File: config.mk
export PLATFORM = sky130hd
export DESIGN_NAME = positional_list_insert_delete
export DESIGN_NICKNAME = d
export VERILOG_FILES = /design/src/rtl/plid_pkg.sv /design/src/rtl/plid_cell.sv /design/src/rtl/positional_list_insert_delete.sv
export VERILOG_INCLUDE_DIRS = /design/src /design/src/rtl
export SDC_FILE = /design/constraint.sdc
export NUM_CORES = 2
export LEC_CHECK = 0
export ABC_CLOCK_PERIOD_IN_PS = 6100
export BUFFER_PORTS_ARGS = -buffer_cell sky130_fd_sc_hd__buf_2
export CORE_MARGIN = 5
export CORE_UTILIZATION = 58
export CTS_CLUSTER_SIZE = 25
export DETAILED_ROUTE_END_ITERATION = 7
export GPL_ROUTABILITY_DRIVEN = 1
export PLACE_DENSITY = 0.77
export SLEW_MARGIN = 30
export SYNTH_ARGS = -nofsm -noshare
export SYNTH_HDL_FRONTEND = slang
export SYNTH_SLANG_ARGS = --single-unit
File: constraint.sdc
create_clock -name clk -period 6.1 [get_ports clk]
set_input_delay 0 -clock clk [delete_from_list [all_inputs] [get_ports clk]]
set_output_delay 0 -clock clk [all_outputs]
set_load 0.005 [all_outputs]
File: src/rtl/positional_list_insert_delete_assert.svh
// Assertion macros for the positional list block.
`ifndef POSITIONAL_LIST_INSERT_DELETE_ASSERT_SVH
`define POSITIONAL_LIST_INSERT_DELETE_ASSERT_SVH

// The condition holds at every clock edge outside reset.
`define PLID_ASSERT_ALWAYS(label, cond) \
  label: assert property (@(posedge clk) disable iff (rst) (cond)) \
    else $error("positional list invariant violated");

// Whenever the first condition holds, the second holds in the same cycle.
`define PLID_ASSERT_IMPLY(label, ante, cons) \
  label: assert property (@(posedge clk) disable iff (rst) (ante) |-> (cons)) \
    else $error("positional list implication violated");

`endif

File: src/rtl/plid_pkg.sv
// Shared types and constants of the positional list block.
package plid_pkg;

  localparam int FUNC_W   = 2;
  localparam int POS_W    = 6;
  localparam int VALUE_W  = 32;
  localparam int STATUS_W = 2;
  localparam int TOTAL_W  = 6;

  localparam logic [FUNC_W-1:0] FUNC_INSERT = 2'd0;
  localparam logic [FUNC_W-1:0] FUNC_DELETE = 2'd1;
  localparam logic [FUNC_W-1:0] FUNC_DUMP   = 2'd2;

  localparam logic [STATUS_W-1:0] STATUS_OK    = 2'd0;
  localparam logic [STATUS_W-1:0] STATUS_RANGE = 2'd1;
  localparam logic [STATUS_W-1:0] STATUS_FULL  = 2'd2;

  typedef struct packed {
    logic [FUNC_W-1:0]          func;
    logic [POS_W-1:0]           position;
    logic signed [VALUE_W-1:0]  value;
  } req_t;

  typedef struct packed {
    logic [STATUS_W-1:0]        status;
    logic                       has_value;
    logic signed [VALUE_W-1:0]  item_value;
    logic [TOTAL_W-1:0]         entry_total;
    logic                       last;
  } rsp_t;

  typedef enum logic [1:0] {
    CELL_HOLD,
    CELL_INSERT,
    CELL_DELETE,
    CELL_ROTATE
  } cell_op_t;

  typedef struct packed {
    cell_op_t                   op;
    logic [POS_W-1:0]           pos;
    logic [TOTAL_W-1:0]         count;
    logic signed [VALUE_W-1:0]  value;
  } cell_cmd_t;

endpackage

File: src/rtl/plid_cell.sv
// One storage cell of the list chain, shifting toward either neighbor on command.
module plid_cell #(
  parameter int IDX = 0
) (
  input  logic                               clk,
  input  plid_pkg::cell_cmd_t                cmd,
  input  logic signed [plid_pkg::VALUE_W-1:0] left,
  input  logic signed [plid_pkg::VALUE_W-1:0] right,
  input  logic signed [plid_pkg::VALUE_W-1:0] front,
  output logic signed [plid_pkg::VALUE_W-1:0] q
);
  import plid_pkg::*;

  localparam logic [POS_W:0] SLOT = (POS_W + 1)'(IDX + 1);

  logic [POS_W:0] pos_x;
  logic [POS_W:0] count_x;

  assign pos_x   = {1'b0, cmd.pos};
  assign count_x = (POS_W + 1)'(cmd.count);

  always_ff @(posedge clk) begin
    case (cmd.op)
      CELL_INSERT: begin
        if (SLOT == pos_x) begin
          q <= cmd.value;
        end else if (SLOT > pos_x) begin
          q <= left;
        end
      end
      CELL_DELETE: begin
        if (SLOT >= pos_x) begin
          q <= right;
        end
      end
      CELL_ROTATE: begin
        if (SLOT < count_x) begin
          q <= right;
        end else if (SLOT == count_x) begin
          q <= front;
        end
      end
      default: begin
      end
    endcase
  end

endmodule

File: src/rtl/positional_list_insert_delete.sv
// Positional list top level: a chain of cells with command decode and a result register.
// Insert and delete: the word is accepted and its status word is ready in the next cycle.
// Dump of N entries: N words, one per cycle if unstalled; each word rotates the chain left by one.
// Input is stalled while a dump runs and whenever the result register is full and stalled.
// Synchronous reset empties the list; cell contents are not cleared.
module positional_list_insert_delete #(
  parameter int DEPTH = 32
) (
  input  logic           clk,
  input  logic           rst,
  input  logic           req_valid,
  output logic           req_stall,
  input  plid_pkg::req_t req,
  output logic           rsp_valid,
  input  logic           rsp_stall,
  output plid_pkg::rsp_t rsp
);
  import plid_pkg::*;

  `include "positional_list_insert_delete_assert.svh"

  localparam int CW = $clog2(DEPTH + 1);

  typedef enum logic [1:0] {
    ST_IDLE = 2'b01,
    ST_DUMP = 2'b10
  } state_t;

  state_t           state;
  state_t           state_next;
  logic [CW-1:0]    count;
  logic [CW-1:0]    count_next;
  logic [CW-1:0]    dcnt;
  logic [CW-1:0]    dcnt_next;
  logic             load;
  rsp_t             rsp_next;
  cell_cmd_t        cmd;
  logic             adv;
  logic             acc;
  logic [POS_W:0]   pos_x;
  logic [POS_W:0]   count_x;
  logic signed [VALUE_W-1:0] cells [DEPTH];

  assign adv       = !rsp_valid || !rsp_stall;
  assign req_stall = (state == ST_DUMP) || !adv;
  assign acc       = req_valid && !req_stall;
  assign pos_x     = {1'b0, req.position};
  assign count_x   = (POS_W + 1)'(count);

  always_comb begin
    state_next           = state;
    count_next           = count;
    dcnt_next            = dcnt;
    load                 = 1'b0;
    cmd.op               = CELL_HOLD;
    cmd.pos              = req.position;
    cmd.count            = TOTAL_W'(count);
    cmd.value            = req.value;
    rsp_next.status      = STATUS_OK;
    rsp_next.has_value   = 1'b0;
    rsp_next.item_value  = '0;
    rsp_next.entry_total = TOTAL_W'(count);
    rsp_next.last        = 1'b1;
    if (acc) begin
      case (req.func)
        FUNC_INSERT: begin
          load = 1'b1;
          if (req.position == '0 || pos_x > count_x + (POS_W + 1)'(1)) begin
            rsp_next.status = STATUS_RANGE;
          end else if (count == CW'(DEPTH)) begin
            rsp_next.status = STATUS_FULL;
          end else begin
            cmd.op               = CELL_INSERT;
            count_next           = count + CW'(1);
            rsp_next.entry_total = TOTAL_W'(count_next);
          end
        end
        FUNC_DELETE: begin
          load = 1'b1;
          if (req.position == '0 || pos_x > count_x) begin
            rsp_next.status = STATUS_RANGE;
          end else begin
            cmd.op               = CELL_DELETE;
            count_next           = count - CW'(1);
            rsp_next.entry_total = TOTAL_W'(count_next);
          end
        end
        FUNC_DUMP: begin
          load = 1'b1;
          if (count != '0) begin
            cmd.op              = CELL_ROTATE;
            rsp_next.has_value  = 1'b1;
            rsp_next.item_value = cells[0];
            rsp_next.last       = (count == CW'(1));
            if (count != CW'(1)) begin
              state_next = ST_DUMP;
              dcnt_next  = CW'(1);
            end
          end
        end
        default: begin
        end
      endcase
    end else if (state == ST_DUMP && adv) begin
      load                = 1'b1;
      cmd.op              = CELL_ROTATE;
      rsp_next.has_value  = 1'b1;
      rsp_next.item_value = cells[0];
      rsp_next.last       = (dcnt + CW'(1) == count);
      dcnt_next           = dcnt + CW'(1);
      if (dcnt + CW'(1) == count) begin
        state_next = ST_IDLE;
      end
    end
  end

  for (genvar g = 0; g < DEPTH; g++) begin : g_cell
    logic signed [VALUE_W-1:0] left_w;
    logic signed [VALUE_W-1:0] right_w;
    if (g == 0) begin : g_first
      assign left_w = cmd.value;
    end else begin : g_mid_l
      assign left_w = cells[g-1];
    end
    if (g == DEPTH - 1) begin : g_end
      assign right_w = cells[g];
    end else begin : g_mid_r
      assign right_w = cells[g+1];
    end
    plid_cell #(
      .IDX(g)
    ) u_cell (
      .clk  (clk),
      .cmd  (cmd),
      .left (left_w),
      .right(right_w),
      .front(cells[0]),
      .q    (cells[g])
    );
  end

  always_ff @(posedge clk) begin
    if (rst) begin
      state     <= ST_IDLE;
      count     <= '0;
      dcnt      <= '0;
      rsp_valid <= 1'b0;
    end else begin
      state <= state_next;
      count <= count_next;
      dcnt  <= dcnt_next;
      if (adv) begin
        rsp_valid <= load;
      end
    end
  end

  always_ff @(posedge clk) begin
    if (load) begin
      rsp <= rsp_next;
    end
  end

  `PLID_ASSERT_ALWAYS(a_count_range, count <= CW'(DEPTH))
  `PLID_ASSERT_IMPLY(a_dump_index, state == ST_DUMP, dcnt < count && dcnt != '0)
  `PLID_ASSERT_IMPLY(a_nonlast_in_dump, rsp_valid && !rsp.last, state == ST_DUMP)

endmodule

==> out/summary.txt <==
Sw Pwr = 6.30 mW
Relative slew margins = 26.7%
Worst-path clk slew = 0.06 ns
nets = 6,090
P_int = 14.0 mW
reg-to-reg startpoint = count[3]$_SDFF_PP0_
gr ovfl total = 0
share of cells above drive strength 1 = 11.8%
main combinational cell family by area after synthesis = compound AO/OA/AOI/OAI gates
critical path depth in cells = 10
Max Root-Sink Buffers = 3
cells after synthesis = 6,571
fin util = 63.1%
Period minus WS final = 5.09 ns
detailed-route vias per instance = 8.41
Die H = 348 um
worst reg-to-reg path cell count = 10
Clock power frac = 35.8%
final setup vio count = 0
Post-synth top flop = edfxtp_1
Final TNS setup = 0 ns
Cell Area, Synth = 66,300 um2
final wirelength = 262 mm
hold crit path type = in -> reg
Worst EP arrival = 5.52 ns
CORE AREA = 114,000 um2
fin. max-slew vios = 0
slowest stage cell on the critical path = a2111oi_0
Yosys reg bits = 1,081
Synth Warn # = 0
# IOs = 88
dpl ws = 1.22 ns
initial antenna violation count = 12
row count = 124
Vias = 64,299
Clock Latency Late Sink = 0.74 ns
non-filler cells, final = 7,646
register area share after synthesis = 48.8%
die area = 121,000 um2
initial core utilization = 58.2%
Sequential Power Share = 44.7%
Critical Path Source = count[3]$_SDFF_PP0_
first-pass GRT wire length = 388 mm
Clock Sink Count = 1,081
post-DP HPWL = 160 mm
GP Congestion = 1.02
Post-Synth Adder-Cell Area = 0.340%
critical path class = reg -> reg
ys async rst share = 0%
vias in the first global route = 62,221
worst-margin pin slew = 1.10 ns
unrepaired setup endpoints after global routing = false
fin worst setup slack = 1.01 ns
worst path cell trace = clkinv_1 > ha_1 > nand4_1 > or3b_1 > a211oi_4 > a21oi_4 > buf_12 > buf_12 > a2111oi_0 > a221oi_1
status = finished, violations left
Startpoint Class = flop
EDFF count, synth = 1,066
H-tree depth = 3
capturing point of the worst reg2reg path = g_cell[19].u_cell.q[10]$_DFFE_PP_
gr usage total = 40.9%
delay-heaviest family, CP = compound AO/OA/AOI/OAI gates
Final Cycle Share = 83.4%
failing checks = design-rule violations
post-route clock skew = 0.0185 ns
maximum vdd drop = 0.251 mV
P&R area growth vs syn = 8.41%
syn_nets = 6,633
syn avg cell area = 10.1 um2
largest net degree at the start of global routing = 188
CTS Buf Count = 115
dpl cells = 7,380
WP buf/inv = 3
I/O Buffers = 87
Root Buffer = clkbuf_16
flop-to-flop setup slack = 1.01 ns
CTS tree = yes
maxcap violations = 0
element type at the critical path end = flop
most frequent cells in the layout = edfxtp_1 (1,066), a21oi_1 (770), a221oi_1 (720), nor2_1 (715), a2111oi_0 (576)
crit path to = g_cell[19].u_cell.q[10]$_DFFE_PP_
Crit path required time = 6.53 ns
commonest non-fill, non-tap cell in the layout = edfxtp_1
LEAKAGE = 21.6 nW
WL/cell = 34.3 um
Synth Area in Simple Gates = 8.65%
Die Wd = 348 um
DR iter-0 viols = 12,547
pwr/cell area = 283 nW/um2
Compound-Gate Fraction of Synth Area = 31.6%
post-synthesis mux area share = 3.93%
final hold viol count = 0
f_max = 196 MHz
TritonRoute pass-1 iters = 8
Residual DRC = 10
# resized after CTS = 0
Logic pwr share = 19.6%
Crit path largest cell delay = 0.88 ns
Synth Area in XOR/XNOR = 0.159%
final total power = 20.4 mW
Synth cell types = 69
sw frac = 31.0%
most used cell along the critical path = buf_12
CP max FO = 184
antenna-violating nets left = 0
[worst min-delay path, cell delays in order]
cell,delay (ns)
dlygate4sd3_1,0.53
buf_2,0.23
nor2_1,0.12
[synthesized netlist by cell type, types with 32 or more instances]
cell | count | area (um2)
a311oi_1 | 169 | 1480
a211oi_1 | 49 | 368
edfxtp_1 | 1066 | 32000
a221oi_1 | 721 | 6310
a22oi_1 | 130 | 976
a2111oi_0 | 579 | 5070
a21oi_1 | 783 | 3920
nor4_1 | 163 | 1020
nor2_1 | 726 | 2730
clkbuf_1 | 807 | 3030
a221o_1 | 33 | 330
and2_1 | 44 | 275
nand2_1 | 202 | 758
buf_2 | 186 | 931
o21ai_0 | 193 | 966
mux2i_1 | 224 | 2240
nor3_1 | 60 | 300
nand3_1 | 46 | 230
a32oi_1 | 64 | 561
inv_1 | 46 | 173
o21bai_1 | 32 | 240
mux2_2 | 32 | 360
[area by class of cell]
class,count,area [um2]
Sequential cell,1081,32300
Clock inverter,77,698
Multi-Input combinational cell,4409,30600
Tap cell,1512,1890
Clock buffer,138,3070
Antenna cell,8,20.0
Fill cell,9094,42100
Inverter,49,184
Timing Repair Buffer,372,3040
[flip-flops by register name (all words and copies together), names as in the netlist]
signal / count
count: 6
dcnt: 6
g_cell.u_cell.q: 1024
rsp: 42
rsp_valid: 1
state: 2
[repair_timing]
action,in CTS,in global routing
setup buffers,0,0
setup endpoints to repair,0,0
hold buffers,40,0
endpoints found under the hold margin,266,0
[worst min path at each step]
stage              start                endpoint  slack, ns  cells after the start
6_report             rst    dcnt[5]$_SDFFE_PP0P_       0.19                      3
5_1_grt              rst    dcnt[0]$_SDFFE_PP0P_       0.21                      3
3_3_place_gp   req_valid  rsp_valid$_SDFFE_PP0N_       0.33                      3
3_5_place_dp   req_valid  rsp_valid$_SDFFE_PP0N_       0.34                      3
2_1_floorplan        rst   state[1]$_SDFFE_PP0P_       0.08                      1
4_1_cts              rst    dcnt[0]$_SDFFE_PP0P_       0.17                      3
[cell families (layout without fill, tap and decap cells)]
| logic type | after synthesis | in the layout |
|---|---|---|
| AO/OA/AOI/OAI | 2823 | 2823 |
| AND/OR/NAND/NOR | 1300 | 1300 |
| flip-flops | 1081 | 1081 |
| buffers and inverters | 1081 | 636 |
| multiplexers | 256 | 256 |
| adder cells (fa/ha/maj) | 18 | 18 |
| XOR/XNOR | 12 | 12 |
| other | 0 | 8 |
[per-stage QoR]
step / hold slack [ns] / instance area [um2]
2_1_floorplan: 0.0787 / 66300
3_3_place_gp: 0.332 / 67500
3_5_place_dp: 0.343 / 67600
4_1_cts: 0.170 / 71700
5_1_grt: 0.213 / 71800
6_report: 0.191 / 71800
[metal layers]
metal / wire [um] / global-route usage [%]
met1: 87800 / 52.6
met2: 112000 / 59.9
met3: 38000 / 10.9
met4: 24500 / 30.0
met5: 109 / 0
[power groups by stage]
stage | registers, mW | logic, mW | clock network [mW]
after global placement | 9.22 | 3.65 | 0
after global routing | 9.11 | 4.13 | 7.56
after CTS | 9.07 | 3.79 | 7.24
after floorplan | 9.13 | 2.51 | 0
final | 9.09 | 3.98 | 7.28
after detailed placement | 9.22 | 3.75 | 0
No activity file was read; power rests on OpenSTA's default activity.
